===== src/rtl/hds_pkg.sv =====
// Shared types, widths and constant tables for the hemisphere direction sampler.
package hds_pkg;

    localparam int FRACTION_BITS = 14;
    localparam int CORDIC_STEPS  = 16;
    localparam int ONE           = 1 << FRACTION_BITS;

    localparam int SL_STEPS  = 16;
    localparam int RES_STEPS = FRACTION_BITS + 1;
    localparam int ZW        = FRACTION_BITS;
    localparam int RW        = 2 * FRACTION_BITS + 2;
    localparam int CW        = 34;
    localparam int DW        = 18;
    localparam int QW        = FRACTION_BITS + 1;
    localparam int TW        = FRACTION_BITS + 2;

    localparam logic signed [CW-1:0] CORDIC_GAIN = 34'sd652032874;
    localparam logic signed [CW-1:0] PI_Q30      = 34'sd3373259426;

    localparam logic [31:0] ATAN_Q30 [32] = '{
        32'h3243F6A8, 32'h1DAC6705, 32'h0FADBAFC, 32'h07F56EA6, 32'h03FEAB76,
        32'h01FFD55B, 32'h00FFFAAA, 32'h007FFF55, 32'h003FFFEA, 32'h001FFFFD,
        32'h000FFFFF, 32'h0007FFFF, 32'h0003FFFF, 32'h0001FFFF, 32'h0000FFFF,
        32'h00007FFF, 32'h00003FFF, 32'h00001FFF, 32'h00000FFF, 32'h000007FF,
        32'h000003FF, 32'h000001FF, 32'h000000FF, 32'h0000007F, 32'h0000003F,
        32'h0000001F, 32'h0000000F, 32'h00000007, 32'h00000003, 32'h00000001,
        32'h00000000, 32'h00000000
    };

    typedef struct packed {
        logic signed [15:0] in_dir_x;
        logic signed [15:0] in_dir_y;
        logic signed [15:0] in_dir_z;
        logic signed [15:0] normal_x;
        logic signed [15:0] normal_y;
        logic signed [15:0] normal_z;
        logic        [15:0] rand_height;
        logic        [15:0] rand_angle;
    } req_t;

    typedef struct packed {
        logic               scatter_valid;
        logic signed [15:0] out_dir_x;
        logic signed [15:0] out_dir_y;
        logic signed [15:0] out_dir_z;
    } rsp_t;

    typedef struct packed {
        logic               ok;
        logic               use_x;
        logic [1:0]         quad;
        logic [ZW-1:0]      z;
        logic signed [15:0] nx;
        logic signed [15:0] ny;
        logic signed [15:0] nz;
        logic signed [CW-1:0] cor_x;
        logic signed [CW-1:0] cor_y;
        logic signed [CW-1:0] cor_t;
        logic [RW-1:0]      r_rem;
        logic [RW-1:0]      r_res;
        logic [31:0]        l_rem;
        logic [31:0]        l_res;
        logic               sa;
        logic               sb;
        logic [15:0]        ma;
        logic [15:0]        mb;
        logic [DW-1:0]      da;
        logic [DW-1:0]      db;
        logic [QW-1:0]      qa;
        logic [QW-1:0]      qb;
        logic               ova;
        logic               ovb;
    } cell_t;

endpackage


===== src/rtl/hds_pre.sv =====
// Two setup stages: dot product, local height, angle reduction and tangent selection.
module hds_pre
(
    input  logic                clk,
    input  logic                en,
    input  hds_pkg::req_t       req,
    output hds_pkg::cell_t      init
);

    localparam int TPW = 16 + hds_pkg::CW;

    typedef struct packed {
        logic signed [31:0]         pxx;
        logic signed [31:0]         pyy;
        logic signed [31:0]         pzz;
        logic [hds_pkg::ZW-1:0]     z;
        logic [2*hds_pkg::ZW-1:0]   z2;
        logic [1:0]                 quad;
        logic signed [TPW-1:0]      tprod;
        logic                       use_x;
        logic signed [31:0]         sqp;
        logic signed [31:0]         sqz;
        logic signed [15:0]         nx;
        logic signed [15:0]         ny;
        logic signed [15:0]         nz;
    } stage1_t;

    stage1_t         s1_reg, s1_next;
    hds_pkg::cell_t  init_reg, init_next;

    always_comb
    begin
        logic [hds_pkg::ZW+15:0] hz;
        logic [15:0]             asum;
        logic signed [15:0]      resid;
        logic signed [16:0]      ax_s;
        logic signed [16:0]      ay_s;
        logic [16:0]             ax;
        logic [16:0]             ay;
        logic signed [15:0]      p;
        hz             = {req.rand_height, {hds_pkg::ZW{1'b0}}};
        s1_next.z      = hz[hds_pkg::ZW+15:16];
        s1_next.z2     = s1_next.z * s1_next.z;
        asum           = req.rand_angle + 16'h2000;
        s1_next.quad   = asum[15:14];
        resid          = signed'(req.rand_angle - {asum[15:14], 14'd0});
        s1_next.tprod  = resid * hds_pkg::PI_Q30;
        s1_next.pxx    = req.in_dir_x * req.normal_x;
        s1_next.pyy    = req.in_dir_y * req.normal_y;
        s1_next.pzz    = req.in_dir_z * req.normal_z;
        ax_s           = req.normal_x;
        ay_s           = req.normal_y;
        ax             = unsigned'(ax_s[16] ? -ax_s : ax_s);
        ay             = unsigned'(ay_s[16] ? -ay_s : ay_s);
        s1_next.use_x  = ax > ay;
        p              = s1_next.use_x ? req.normal_x : req.normal_y;
        s1_next.sqp    = p * p;
        s1_next.sqz    = req.normal_z * req.normal_z;
        s1_next.nx     = req.normal_x;
        s1_next.ny     = req.normal_y;
        s1_next.nz     = req.normal_z;
    end

    always_comb
    begin
        logic signed [33:0] dot;
        logic signed [15:0] p2;
        logic signed [16:0] az_s;
        logic signed [16:0] ap_s;
        logic [16:0]        az;
        logic [16:0]        ap;
        init_next       = '0;
        dot             = 34'(s1_reg.pxx) + 34'(s1_reg.pyy) + 34'(s1_reg.pzz);
        init_next.ok    = dot[33];
        init_next.use_x = s1_reg.use_x;
        init_next.quad  = s1_reg.quad;
        init_next.z     = s1_reg.z;
        init_next.nx    = s1_reg.nx;
        init_next.ny    = s1_reg.ny;
        init_next.nz    = s1_reg.nz;
        init_next.cor_x = hds_pkg::CORDIC_GAIN;
        init_next.cor_t = hds_pkg::CW'(s1_reg.tprod >>> 15);
        init_next.r_rem = (hds_pkg::RW'(1) << (2 * hds_pkg::ZW)) - hds_pkg::RW'(s1_reg.z2);
        init_next.l_rem = unsigned'(s1_reg.sqp) + unsigned'(s1_reg.sqz);
        p2              = s1_reg.use_x ? s1_reg.nx : s1_reg.ny;
        az_s            = s1_reg.nz;
        ap_s            = p2;
        az              = unsigned'(az_s[16] ? -az_s : az_s);
        ap              = unsigned'(ap_s[16] ? -ap_s : ap_s);
        init_next.sa    = s1_reg.nz[15];
        init_next.ma    = az[15:0];
        init_next.sb    = !p2[15] && (p2 != 16'sd0);
        init_next.mb    = ap[15:0];
    end

    always_ff @(posedge clk)
    begin
        if (en)
        begin
            s1_reg   <= s1_next;
            init_reg <= init_next;
        end
    end

    assign init = init_reg;

endmodule


===== config.mk =====
export PLATFORM = sky130hd
export DESIGN_NAME = hds_pre
export DESIGN_NICKNAME = d
export VERILOG_FILES = /design/src/rtl/hds_pkg.sv /design/src/rtl/hds_pre.sv
export SDC_FILE = /design/constraint.sdc
export NUM_CORES = 2
export LEC_CHECK = 0
export BUFFER_PORTS_ARGS = -buffer_cell sky130_fd_sc_hd__buf_2
export CAP_MARGIN = 20
export CELL_PAD_IN_SITES_DETAIL_PLACEMENT = 1
export CELL_PAD_IN_SITES_GLOBAL_PLACEMENT = 1
export CORE_MARGIN = 5
export CORE_UTILIZATION = 50
export CTS_BUF_LIST = sky130_fd_sc_hd__clkbuf_2 sky130_fd_sc_hd__clkbuf_4 sky130_fd_sc_hd__clkbuf_8
export CTS_CLUSTER_DIAMETER = 100
export DETAILED_ROUTE_END_ITERATION = 16
export PLACE_DENSITY_LB_ADDON = 0.1
export SLEW_MARGIN = 30
export SYNTH_ARGS = -nofsm -noshare
export SYNTH_HDL_FRONTEND = slang
export SYNTH_SLANG_ARGS = --single-unit

===== constraint.sdc =====
create_clock -name clk -period 17.99 [get_ports clk]
set_clock_uncertainty 0.2 [all_clocks]
set_input_delay 2.6985 -clock clk [delete_from_list [all_inputs] [get_ports clk]]
set_output_delay 2.6985 -clock clk [all_outputs]
set_load 0.01 [all_outputs]

==> summary.txt <==
Min path
  • HP Start: init_next[258]
  • Hold Path Sink: init[258]
  • Hold depth: 0
  • Worst hold-check path type: reg2reg

CTS
  • Cells resized by post-CTS repair: 0
  • CTS tree: done
  • H-tree levels: 3
  • Clock Sinks: 473
  • CTS Root Cell: clkbuf_8
  • Clock Latency Late Sink: 0.83 ns
  • Num CTS Buffers: 88
  • Worst-path clk slew: 0.07 ns
  • Post-CTS Setup Bufs: 0
  • CTS Buffer Depth: 3
  • # hold bufs at CTS: 0

Critical path
  • Reg2reg path depth: 10
  • WP data required: 18.44 ns
  • CP bufs+invs: 5
  • FF-to-FF setup slack: 14.22 ns
  • Worst r2r dst: init[163]
  • Worst Path Max Fanout: 23
  • CP Class: in2reg
  • Cell mode on critical path: fa_1
  • WP data arrival: 14.40 ns
  • Critical Path Max Stage Delay: 0.84 ns
  • Setup crit end kind: register
  • CP top delay family: simple AND/OR/NAND/NOR gates
  • Worst R2R Start: s1_reg[60]
  • Worst setup SP type: input pin
  • Highest-delay cell along the critical path: mux2i_2

Placement
  • DP HPWL: 178 mm
  • Placer Congestion: 0.866
  • Pre-CTS setup slack: 3.46 ns
  • Port bufs: 322
  • Inst Count DP: 10,100

Global route
  • Antenna violations before repair: 30
  • GRT Residual Overflow: 0
  • Total track usage: 26.1%
  • Vias in the first global route: 62,500
  • Largest net degree at the start of global routing: 164
  • Global-route wire length before repair: 345 mm

Flow run
  • Total of max-cap violations: 0

Logic synthesis
  • Netlist Area Pre-Place: 80,600 um^2
  • Prevailing post-synth register cell: edfxtp_1
  • Mapped Avg Cell Area: 10.3 um^2
  • Mapped Cells: 7,853
  • Post-synth EDFFs: 473
  • Synth cell types: 89
  • Yosys warning count: 0
  • Sequential-to-total area share from yosys stat: 17.6%
  • Seq cells post-synth: 473
  • Share of synthesized registers carrying an async set or reset: 0%

Timing
  • RSZ-0062 raised after global routing: no
  • Fmax: 71.7 MHz
  • TNS Setup: 0 ns
  • Setup violators final: 0
  • Period utilisation layout: 77.5%
  • Worst Tran Pin Value: 0.987 ns
  • Rel. slew slack: 34.2%
  • Final Hold Viols: 0
  • Final setup margin: 4.04 ns
  • Final min period: 13.95 ns
  • Max-slew violations: 0

Routing
  • Via density: 5.23
  • Final WL: 216 mm
  • Drt pass-1 iters: 5
  • DRC viols: 0
  • Iter 0 DRT Violations: 2,549
  • Total number of vias: 54,000
  • Post-route antenna net violation count: 0
  • Wire length per cell: 20.9 um

Finish
  • Commonest non-fill, non-tap cell in the layout: inv_1
  • Layout area overhead: 6.02%
  • Most frequent cells in the layout: 1,822 x inv_1, 1,559 x fa_1, 781 x ha_1, 706 x nand2_1, 473 x edfxtp_1
  • Nets: 10,500
  • Max reg flops: 191
  • Fillers: 17,900
  • Fraction of layout cells with a size suffix above 1: 6.71%
  • Non-Filler Instances: 10,300

Floorplan
  • Die height: 411 um
  • Starting Density: 50.2%
  • Die Area: 169,000 um^2
  • Row Count: 147
  • Core area: 160,000 um^2
  • # IOs: 524
  • Die Wd: 411 um

Outcome
  • Outcome: finished clean
worst register-to-register path, delay by kind of cell (launching register included):
family	cells	cell delay [ns]
compound gates	6	1.77
flops	1	0.53
simple gates	2	0.42
fa+ha+maj	1	0.41
xor+xnor	1	0.16
per-stage QoR:
| stage | utilization [%] | hold WS, ns | cell area (um^2) |
|---|---|---|---|
| global route | 53.3 | 0.224 | 85400 |
| floorplan | - | 0.200 | 81300 |
| global placement | 52.1 | 0.204 | 83500 |
| finish | 53.3 | 0.214 | 85400 |
| detailed placement | 52.1 | 0.205 | 83500 |
| CTS | 53.2 | 0.214 | 85300 |
how the worst max path moves through the flow:
stage / from / endpoint / slack (ns) / cells after the start
floorplan: req[70] / s1_reg[111] / 5.61 / 37
global placement: req[67] / s1_reg[111] / 3.73 / 35
detailed placement: req[67] / s1_reg[111] / 3.46 / 35
CTS: req[67] / s1_reg[111] / 4.26 / 35
global route: req[67] / s1_reg[111] / 3.60 / 35
finish: req[67] / s1_reg[111] / 4.04 / 35
synthesized netlist by cell type, drive strengths merged (26+ instances only):
library cell / number / area, um^2
a21o: 126 / 946
a21oi: 188 / 945
and2: 428 / 2680
buf: 232 / 1680
clkbuf: 184 / 691
edfxtp: 473 / 14200
fa: 1559 / 31200
ha: 781 / 9770
inv: 1837 / 6900
nand2: 706 / 2650
nand2b: 82 / 516
nand3: 58 / 290
nand4: 30 / 203
nor2: 271 / 1020
nor3: 48 / 273
o21a: 50 / 375
o21ai: 124 / 621
o31ai: 26 / 200
xnor2: 244 / 2140
xor2: 100 / 876
logic make-up after synthesis:
kind of cell	after synthesis	synth area share [%]
XOR/XNOR	344	3.74
flip-flops	473	17.6
AND/OR/NAND/NOR	1742	10.5
AO/OA/AOI/OAI	678	5.50
multiplexers	19	0.259
buffers and inverters	2255	11.5
other	2	0.00932
adder cells (fa/ha/maj)	2340	50.9
per-layer routing:
| metal | vias to the layer above | global-route usage [%] | wire (um) |
|---|---|---|---|
| met5 | - | 0 | 92 |
| met4 | 16 | 8.83 | 7620 |
| met3 | 333 | 3.19 | 8340 |
| met2 | 1024 | 47.8 | 114000 |
| met1 | 28500 | 31.8 | 85100 |
| li1 | 24200 | - | - |
layout make-up:
type / instances / area, um^2 / share of cell area (%)
Multi-Input combinational cell: 5324 / 57900 / 67.7
Sequential cell: 473 / 14200 / 16.6
Inverter: 1839 / 6900 / 8.08
Tap cell: 2160 / 2700 / 3.16
Timing Repair Buffer: 352 / 1900 / 2.22
Clock buffer: 105 / 1340 / 1.57
Clock inverter: 53 / 475 / 0.557
Antenna cell: 18 / 45.0 / 0.0527
Power is left out: the tool's default activity adds up to more than one toggle a clock period on the data nets, which glitch-free logic cannot reach.
