==> src/rtl/hds_pkg.sv <==
// Shared types, widths and constant tables for the hemisphere direction sampler.
package hds_pkg;

    localparam int FRACTION_BITS = 14;
    localparam int CORDIC_STEPS  = 16;
    localparam int ONE           = 1 << FRACTION_BITS;

    localparam int SL_STEPS  = 16;
    localparam int RES_STEPS = FRACTION_BITS + 1;
    localparam int ZW        = FRACTION_BITS;
    localparam int RW        = 2 * FRACTION_BITS + 2;
    localparam int CW        = 34;
    localparam int DW        = 18;
    localparam int QW        = FRACTION_BITS + 1;
    localparam int TW        = FRACTION_BITS + 2;

    localparam logic signed [CW-1:0] CORDIC_GAIN = 34'sd652032874;
    localparam logic signed [CW-1:0] PI_Q30      = 34'sd3373259426;

    localparam logic [31:0] ATAN_Q30 [32] = '{
        32'h3243F6A8, 32'h1DAC6705, 32'h0FADBAFC, 32'h07F56EA6, 32'h03FEAB76,
        32'h01FFD55B, 32'h00FFFAAA, 32'h007FFF55, 32'h003FFFEA, 32'h001FFFFD,
        32'h000FFFFF, 32'h0007FFFF, 32'h0003FFFF, 32'h0001FFFF, 32'h0000FFFF,
        32'h00007FFF, 32'h00003FFF, 32'h00001FFF, 32'h00000FFF, 32'h000007FF,
        32'h000003FF, 32'h000001FF, 32'h000000FF, 32'h0000007F, 32'h0000003F,
        32'h0000001F, 32'h0000000F, 32'h00000007, 32'h00000003, 32'h00000001,
        32'h00000000, 32'h00000000
    };

    typedef struct packed {
        logic signed [15:0] in_dir_x;
        logic signed [15:0] in_dir_y;
        logic signed [15:0] in_dir_z;
        logic signed [15:0] normal_x;
        logic signed [15:0] normal_y;
        logic signed [15:0] normal_z;
        logic        [15:0] rand_height;
        logic        [15:0] rand_angle;
    } req_t;

    typedef struct packed {
        logic               scatter_valid;
        logic signed [15:0] out_dir_x;
        logic signed [15:0] out_dir_y;
        logic signed [15:0] out_dir_z;
    } rsp_t;

    typedef struct packed {
        logic               ok;
        logic               use_x;
        logic [1:0]         quad;
        logic [ZW-1:0]      z;
        logic signed [15:0] nx;
        logic signed [15:0] ny;
        logic signed [15:0] nz;
        logic signed [CW-1:0] cor_x;
        logic signed [CW-1:0] cor_y;
        logic signed [CW-1:0] cor_t;
        logic [RW-1:0]      r_rem;
        logic [RW-1:0]      r_res;
        logic [31:0]        l_rem;
        logic [31:0]        l_res;
        logic               sa;
        logic               sb;
        logic [15:0]        ma;
        logic [15:0]        mb;
        logic [DW-1:0]      da;
        logic [DW-1:0]      db;
        logic [QW-1:0]      qa;
        logic [QW-1:0]      qb;
        logic               ova;
        logic               ovb;
    } cell_t;

endpackage

==> src/rtl/hds_cell.sv <==
// Pipeline cell: CORDIC, two square root and divide steps, each enabled by IDX range.
module hds_cell
#(
    parameter int IDX          = 0,
    parameter int CORDIC_STEPS = hds_pkg::CORDIC_STEPS
)
(
    input  logic            clk,
    input  logic            en,
    input  hds_pkg::cell_t  prev,
    output hds_pkg::cell_t  cur
);

    localparam bit COR_ON = (IDX < CORDIC_STEPS) && (IDX < 32);
    localparam bit R_ON   = IDX < hds_pkg::RES_STEPS;
    localparam bit L_ON   = IDX < hds_pkg::SL_STEPS;
    localparam bit DIV_ON = (IDX >= hds_pkg::SL_STEPS) &&
                            (IDX < hds_pkg::SL_STEPS + hds_pkg::RES_STEPS);
    localparam bit FIRST  = IDX == hds_pkg::SL_STEPS;
    localparam int AI     = (IDX < 32) ? IDX : 31;
    localparam int RSH    = R_ON ? 2 * (hds_pkg::FRACTION_BITS - IDX) : 0;
    localparam int LSH    = L_ON ? 30 - 2 * IDX : 0;
    localparam int SH     = COR_ON ? IDX : 0;

    localparam logic signed [hds_pkg::CW-1:0] ANG  = hds_pkg::CW'(hds_pkg::ATAN_Q30[AI]);
    localparam logic [hds_pkg::RW-1:0]        RBIT = hds_pkg::RW'(1) << RSH;
    localparam logic [31:0]                   LBIT = 32'd1 << LSH;

    hds_pkg::cell_t state_reg, state_next;

    always_comb
    begin
        logic signed [hds_pkg::CW-1:0] x;
        logic signed [hds_pkg::CW-1:0] y;
        logic signed [hds_pkg::CW-1:0] t;
        logic [hds_pkg::RW-1:0]        rtrial;
        logic [31:0]                   ltrial;
        logic [hds_pkg::DW-1:0]        dv;
        logic [hds_pkg::DW-1:0]        ra;
        logic [hds_pkg::DW-1:0]        rb;
        logic [hds_pkg::DW-1:0]        ra2;
        logic [hds_pkg::DW-1:0]        rb2;
        logic                          ta;
        logic                          tb;
        state_next = prev;
        x          = prev.cor_x;
        y          = prev.cor_y;
        t          = prev.cor_t;
        rtrial     = prev.r_res + RBIT;
        ltrial     = prev.l_res + LBIT;
        dv         = hds_pkg::DW'(prev.l_res[15:0]);
        ra         = FIRST ? hds_pkg::DW'(prev.ma) : prev.da;
        rb         = FIRST ? hds_pkg::DW'(prev.mb) : prev.db;
        ta         = ra >= dv;
        tb         = rb >= dv;
        ra2        = ta ? ra - dv : ra;
        rb2        = tb ? rb - dv : rb;

        if (COR_ON)
        begin
            if (!t[hds_pkg::CW-1])
            begin
                state_next.cor_x = x - (y >>> SH);
                state_next.cor_y = y + (x >>> SH);
                state_next.cor_t = t - ANG;
            end
            else
            begin
                state_next.cor_x = x + (y >>> SH);
                state_next.cor_y = y - (x >>> SH);
                state_next.cor_t = t + ANG;
            end
        end

        if (R_ON)
        begin
            if (prev.r_rem >= rtrial)
            begin
                state_next.r_rem = prev.r_rem - rtrial;
                state_next.r_res = (prev.r_res >> 1) + RBIT;
            end
            else
            begin
                state_next.r_res = prev.r_res >> 1;
            end
        end

        if (L_ON)
        begin
            if (prev.l_rem >= ltrial)
            begin
                state_next.l_rem = prev.l_rem - ltrial;
                state_next.l_res = (prev.l_res >> 1) + LBIT;
            end
            else
            begin
                state_next.l_res = prev.l_res >> 1;
            end
        end

        if (DIV_ON)
        begin
            if (FIRST)
            begin
                state_next.ova = ra >= (dv << 1);
                state_next.ovb = rb >= (dv << 1);
            end
            state_next.da = ra2 << 1;
            state_next.db = rb2 << 1;
            state_next.qa = {prev.qa[hds_pkg::QW-2:0], ta};
            state_next.qb = {prev.qb[hds_pkg::QW-2:0], tb};
        end
    end

    always_ff @(posedge clk)
    begin
        if (en)
        begin
            state_reg <= state_next;
        end
    end

    assign cur = state_reg;

endmodule

==> config.mk <==
export PLATFORM = sky130hd
export DESIGN_NAME = hds_cell
export DESIGN_NICKNAME = d
export VERILOG_FILES = /design/src/rtl/hds_pkg.sv /design/src/rtl/hds_cell.sv
export SDC_FILE = /design/constraint.sdc
export NUM_CORES = 1
export LEC_CHECK = 0
export ABC_AREA = 1
export BUFFER_PORTS_ARGS = -buffer_cell sky130_fd_sc_hd__buf_2
export CORE_AREA = 5 5 301 303
export DETAILED_ROUTE_END_ITERATION = 10
export DIE_AREA = 0 0 306 308
export GPL_ROUTABILITY_DRIVEN = 0
export HOLD_SLACK_MARGIN = 0.06
export PLACE_DENSITY = 0.63
export SLEW_MARGIN = 30
export SYNTH_ARGS = -nofsm -noshare
export SYNTH_HDL_FRONTEND = slang
export SYNTH_SLANG_ARGS = --single-unit
==> constraint.sdc <==
create_clock -name clk -period 8.2 [get_ports clk]
set_clock_uncertainty 0.2 [all_clocks]
set_input_delay 1.64 -clock clk [delete_from_list [all_inputs] [get_ports clk]]
set_output_delay 1.64 -clock clk [all_outputs]
set_load 0.03 [all_outputs]
==> parameters.txt, run 1 <==
Parameter                              Value

Outcome
  Run status ... completed

Worst hold path
  Hold path start ... prev[70]
  Capture endpoint of the worst hold path ... cur[70]$_DFFE_PP_
  Hold depth ... 1
  Worst hold-check path type ... input pin to flip-flop

Detailed routing
  DRC violation total after the first TritonRoute iteration ... 2,684
  Aggregate routed wire length ... 110,000 um
  Number of detailed-route iterations in the first pass ... 6
  Drt drc ... 0
  Count of vias placed by the detailed router ... 25,400
  Vias per cell ... 4.96
  WL/cell ... 21.5 um
  Antenna viol nets, final ... 0

Layout
  Filler cell count in the final layout ... 9,036
  Fraction of layout instances using a drive strength above 1 ... 0.230
  Share of the core filled with cells ... 0.371
  Max reg flops ... 393
  Net count reported at finish ... 4,502
  Layout Area Growth over Synthesis ... 26.2%

Global routing
  First-pass GRT wire length ... 156,000 um
  Largest net degree at the start of global routing ... 172
  Via count of the first global-routing pass ... 23,900
  Global routing usage summed across all routing layers ... 0.220
  Number of antenna violations at the first check in global routing ... 36
  Total gr overflow ... 0

Yosys
  Number of distinct library cells after synthesis ... 43
  Synth Register Bits ... 393
  Syn Area/Cell ... 8.25 um2
  Top post-synthesis cells by count ... sky130_fd_sc_hd__nand2_1, sky130_fd_sc_hd__inv_1, sky130_fd_sc_hd__edfxtp_1, sky130_fd_sc_hd__nor2_1, sky130_fd_sc_hd__nand3_1
  Area share of the leading cell type in the synthesized netlist ... 0.457
  Netlist area before placement ... 0.0258 mm2
  Top cells by area in the synthesized netlist ... sky130_fd_sc_hd__edfxtp_1, sky130_fd_sc_hd__nand2_1, sky130_fd_sc_hd__ha_1, sky130_fd_sc_hd__inv_1, sky130_fd_sc_hd__nand3_1
  Cell type with the largest total area after synthesis ... sky130_fd_sc_hd__edfxtp_1
  Number of synthesized flops with an enable pin ... 393
  Async set or reset register ratio after synthesis ... 0
  Post-synth top flop ... sky130_fd_sc_hd__edfxtp_1
  Proportion of synthesized chip area in sequential cells ... 0.457
  Post-synthesis net count ... 3,722
  Most used standard cell by instance count after synthesis ... sky130_fd_sc_hd__nand2_1
  Number of instances in the synthesized netlist ... 3,130
  Count of warnings emitted by yosys ... 0

Setup path
  Data arrival time of the critical path ... 4.48 ns
  Data required time of the worst path ... 8.31 ns
  Startpoint type of the worst setup path ... input pin
  Path type of the worst setup path ... input pin to flip-flop
  Critical Path End Type ... flip-flop
  Critical Path Fanout Max ... 52

STA
  Fmax ... 0.229 GHz
  Final hold slack ... 1.01 ns
  Post-layout minimum cycle time ... 4.36 ns
  Endpoints failing hold ... 0
  Transition time of the tightest slew-check pin ... 1.18 ns
  Final setup violation count ... 0
  Relative slew margins ... 0.213
  Post-Route Setup TNS ... 0 ns
  Fin. max-slew vios ... 0
  Setup repair after global routing missed its margin ... false
  Share of the clock period used by the worst path after layout ... 0.532

Placement
  Buffers added on ports ... 789
  Half-perimeter wire length of the detailed placement result ... 92,500 um

Floorplan
  Starting Density ... 0.294
  Die W ... 306 um
  Std-Cell Core Area ... 0.0877 mm2
  Top-level I/O count ... 790
  Chip Height ... 308 um
  Number of placement rows ... 109
  Die area ... 0.0942 mm2

CTS
  Clock transition at the registers of the reported paths ... 0.06 ns
  Largest buffer count on any clock path ... 3
  Root buf cell ... sky130_fd_sc_hd__clkbuf_16
  Post CTS Setup Buffer Count ... 0
  Deepest level of the CTS H-tree ... 2
  Total clock buffers created by CTS ... 47
  Cts repair resizes ... 0
  TritonCTS clock tree ... done
  CTS Hold Buffers Added ... 0
  CTS sink count ... 393

Run
  Count of maximum capacitance violations ... 0

Power
  Largest vdd supply drop ... 187 uV
  Leak Pwr ... 15.6 nW
  Power per cell area ... 208 mW/mm2
[placed cells by master (no fill, tap or decap), types with 12 or more instances in the layout]
cell type	instances
sky130_fd_sc_hd__clkbuf_16	48
sky130_fd_sc_hd__nor2_1	284
sky130_fd_sc_hd__nand3_1	272
sky130_fd_sc_hd__xor2_1	67
sky130_fd_sc_hd__nor3_1	36
sky130_fd_sc_hd__xnor2_1	19
sky130_fd_sc_hd__o21bai_1	20
sky130_fd_sc_hd__o21ai_0	155
sky130_fd_sc_hd__a21oi_1	224
sky130_fd_sc_hd__a21oi_2	20
sky130_fd_sc_hd__nand3b_1	13
sky130_fd_sc_hd__nand4_1	39
sky130_fd_sc_hd__edfxtp_1	393
sky130_fd_sc_hd__diode_2	17
sky130_fd_sc_hd__inv_1	427
sky130_fd_sc_hd__a21o_1	12
sky130_fd_sc_hd__nand2_1	831
sky130_fd_sc_hd__ha_1	190
sky130_fd_sc_hd__buf_2	788
[metal layers]
metal | track usage | part of all wire | vias up
met3 | 0.0396 | 0.098 | 227
met2 | 0.359 | 0.45 | 1416
met4 | 0.0703 | 0.037 | 4
met1 | 0.298 | 0.41 | 11800
met5 | 0 | 0.00019 | -
li1 | - | - | 12000
[worst max path at each step]
stage	slack (ns)	depth (start not counted)	endpoint	from
floorplan	3.97	12	cur[245]$_DFFE_PP_	prev[259]
global placement	3.38	11	cur[141]$_DFFE_PP_	prev[119]
detailed placement	3.34	11	cur[147]$_DFFE_PP_	prev[121]
CTS	4.00	11	cur[146]$_DFFE_PP_	prev[121]
global route	3.67	11	cur[147]$_DFFE_PP_	prev[121]
finish	3.84	11	cur[141]$_DFFE_PP_	prev[121]
[report_power, final]
part / leakage, nW / internal [mW] / switching, mW / total, mW
combinational: 11.0 / 0.569 / 1.48 / 2.05
sequential: 3.84 / 2.49 / 0.104 / 2.59
clock: 0.760 / 1.24 / 0.897 / 2.14
[through the flow]
stage          instance area [um2]  cells  power, mW  setup WS, ns
2_1_floorplan                25800   3130       3.88          3.97
3_3_place_gp                 30900   5026       4.65          3.38
3_5_place_dp                 30900   5026       4.66          3.34
4_1_cts                      32500   5111       6.84          4.00
5_1_grt                      32500   5118       7.11          3.67
6_report                     32600   5128       6.78          3.84
[cell families after synthesis]
logic type | Yosys count | synth area share
AO/OA/AOI/OAI | 460 | 0.0969
XOR/XNOR | 86 | 0.0292
adder cells (fa/ha/maj) | 196 | 0.0968
buffers and inverters | 492 | 0.0756
flip-flops | 393 | 0.457
AND/OR/NAND/NOR | 1503 | 0.244
[layout make-up]
cell class,instances,area [um2],area share
diodes,17,42.5,0.00131
clock buffers,54,1220,0.0376
clock inverters,31,348,0.0107
inverters,430,1610,0.0496
multi-input cells,2245,12100,0.370
flip-flops and latches,393,11800,0.362
well taps,1165,1460,0.0448
repair buffers,793,4020,0.123
[worst max-delay path: stages]
cell	delay, ns
sky130_fd_sc_hd__buf_2	0.10
sky130_fd_sc_hd__inv_1	0.04
sky130_fd_sc_hd__ha_1	0.34
sky130_fd_sc_hd__a21oi_1	0.20
sky130_fd_sc_hd__o21ai_0	0.15
sky130_fd_sc_hd__nand2_1	0.09
sky130_fd_sc_hd__nand2_1	0.08
sky130_fd_sc_hd__a21oi_2	0.66
sky130_fd_sc_hd__nand3_4	0.76
sky130_fd_sc_hd__nor2_1	0.35
sky130_fd_sc_hd__a21oi_2	0.05
(Power assumes the default switching activity.)
==> inputs of run 2 (changes only) <==
==> constraint.sdc (replaced) <==
create_clock -name clk -period 4.5 [get_ports clk]
set_clock_uncertainty 0.2 [all_clocks]
set_input_delay 0.9 -clock clk [delete_from_list [all_inputs] [get_ports clk]]
set_output_delay 0.9 -clock clk [all_outputs]
set_load 0.03 [all_outputs]
==> run 2 against run 1 <==
Worst hold slack got worse by 0.74 ns. Power is 81% higher. Cell count about the same. Sequential cell count is the same. Non-clock buffer count grew 10. Via count grew 0.77%. Clock-buffer cell count increased by 1. Core utilization about the same. Setup slack worse by 2.5 ns. Sequential share of layout area hardly changed. Wire length increased by 0.57%.
==> parameters.txt, run 2 (synthesis gave the netlist of run 1 again) <==
Parameter                              Value

Outcome
  Run status ... completed

CTS
  Cts repair resizes ... 0
  Root buf cell ... sky130_fd_sc_hd__clkbuf_16
  Deepest level of the CTS H-tree ... 2
  Clock transition at the registers of the reported paths ... 0.06 ns
  CTS Hold Buffers Added ... 0
  TritonCTS clock tree ... done
  CTS sink count ... 393
  Post CTS Setup Buffer Count ... 0
  Largest buffer count on any clock path ... 3
  Total clock buffers created by CTS ... 48

Detailed routing
  Count of vias placed by the detailed router ... 25,600
  Number of detailed-route iterations in the first pass ... 7
  WL/cell ... 21.6 um
  Drt drc ... 0
  Vias per cell ... 4.99
  Antenna viol nets, final ... 0
  Aggregate routed wire length ... 111,000 um
  DRC violation total after the first TritonRoute iteration ... 2,673

Setup path
  Data arrival time of the critical path ... 3.33 ns
  Buf+Inv Stages, Crit Path ... 4
  Critical Path Fanout Max ... 26
  Startpoint type of the worst setup path ... input pin
  Cell family with most CP delay ... simple AND/OR/NAND/NOR gates
  Critical path, cell by cell ... buf_2 > inv_1 > ha_1 > fa_1 > inv_1 > nand3_1 > nand2_1 > nand2_1 > nand3_2 > nand2_1 > nand2_2 > nand2_4 > nand3_4 > buf_4 > a21oi_1
  Maximum cell stage delay along the critical path ... 0.43 ns
  Data required time of the worst path ... 4.64 ns
  Most used cell along the critical path ... sky130_fd_sc_hd__nand2_1
  Critical Path End Type ... flip-flop
  Path type of the worst setup path ... input pin to flip-flop
  Library cell contributing the largest single delay on the critical path ... sky130_fd_sc_hd__fa_1

Power
  Internal power contribution ... 7.72 mW
  Leak Pwr ... 15.7 nW
  Clock Power Share ... 0.311
  Net load switching power ... 4.59 mW
  Sw Share ... 0.373
  Largest vdd supply drop ... 323 uV
  Power per cell area ... 378 mW/mm2
  Sequential Power Share ... 0.384
  Sum of internal, switching and leakage power ... 12.3 mW
  Fraction of power consumed by combinational cells ... 0.304

Global routing
  Total gr overflow ... 0
  Global routing usage summed across all routing layers ... 0.219
  Fraction of met1 tracks used by global routing ... 0.300
  Largest net degree at the start of global routing ... 88
  Via count of the first global-routing pass ... 24,000
  Most congested layer reported by global routing ... met2
  GR Layer Usage met3 ... 0.0388
  Global Route met2 Usage ... 0.359
  First-pass GRT wire length ... 156,000 um
  Number of antenna violations at the first check in global routing ... 30

STA
  Fmax ... 0.313 GHz
  Final setup violation count ... 0
  Transition time of the tightest slew-check pin ... 0.823 ns
  Share of the clock period used by the worst path after layout ... 0.710
  Endpoints failing hold ... 0
  Fin. max-slew vios ... 0
  Setup repair after global routing missed its margin ... false
  Relative slew margins ... 0.451
  Post-layout minimum cycle time ... 3.20 ns
  Final hold slack ... 0.265 ns
  Post-Route Setup TNS ... 0 ns

Layout
  Sequential cell area ... 0.0118 mm2
  Max reg flops ... 393
  Filler cell count in the final layout ... 9,054
  Non-filler instance count after layout ... 5,133
  Layout Area Growth over Synthesis ... 26.2%
  Fraction of layout instances using a drive strength above 1 ... 0.231
  Post-route design area ... 0.0326 mm2
  Area of combinational cells with multiple inputs ... 0.0121 mm2
  Commonest non-fill, non-tap cell in the layout ... sky130_fd_sc_hd__nand2_1
  Net count reported at finish ... 4,513
  Top library cells by usage in the layout, fill and taps aside ... sky130_fd_sc_hd__nand2_1, sky130_fd_sc_hd__buf_2, sky130_fd_sc_hd__inv_1

Floorplan
  Top-level I/O count ... 790
  Number of placement rows ... 109
  Die area ... 0.0942 mm2
  Std-Cell Core Area ... 0.0877 mm2
  Chip Height ... 308 um
  Die W ... 306 um
  Starting Density ... 0.294

Run
  Count of maximum capacitance violations ... 0

Placement
  # placed instances ... 5,036
  Half-perimeter wire length of the detailed placement result ... 93,000 um
  Placement Cell Area ... 0.0310 mm2
  Buffers added on ports ... 789

Worst hold path
  Worst hold-check path type ... input pin to flip-flop
## run 2: cell types whose count changed in the layout (fill, tap and decap cells not counted), sizes merged
cell      change
buf          +10
clkbuf        +1
bufinv        -3
diode         -8
clkinvlp      +1
clkinv        +4
## run 2: power by group through the flow
stage          registers [mW]  logic, mW  clock network [mW]
2_1_floorplan            5.53       1.53                   0
3_3_place_gp             4.81       3.67                   0
3_5_place_dp             4.81       3.69                   0
4_1_cts                  4.74       3.70                3.93
5_1_grt                  4.76       4.01                4.08
6_report                 4.73       3.74                3.83
## run 2: path summary, 6_finish.rpt
kind / from / slack (ns) / cells after the start / endpoint
setup / recovery: prev[134] / 1.30 / 15 / cur[135]$_DFFE_PP_
hold / removal: prev[349] / 0.27 / 1 / cur[349]$_DFFE_PP_
## run 2: layout make-up
type / count / share of cell area
clock buffer: 55 / 0.0383
timing repair buffer: 803 / 0.126
clock inverter: 33 / 0.00845
multi-input combinational: 2245 / 0.370
sequential: 393 / 0.362
tap: 1165 / 0.0447
antenna: 9 / 0.000691
inverter: 430 / 0.0495
## run 2: per-stage QoR
| step | utilization | setup slack (ns) |
|---|---|---|
| after global routing | 0.371 | 1.16 |
| after CTS | 0.371 | 1.38 |
| after detailed placement | 0.354 | 0.744 |
| after floorplan | - | 1.01 |
| after global placement | 0.354 | 0.796 |
| final | 0.371 | 1.30 |
## run 2: metal layers
metal	vias to the layer above	wire [um]
met2	1438	50500
met5	-	42
met4	8	3680
li1	12000	-
met1	11900	46800
met3	210	10100
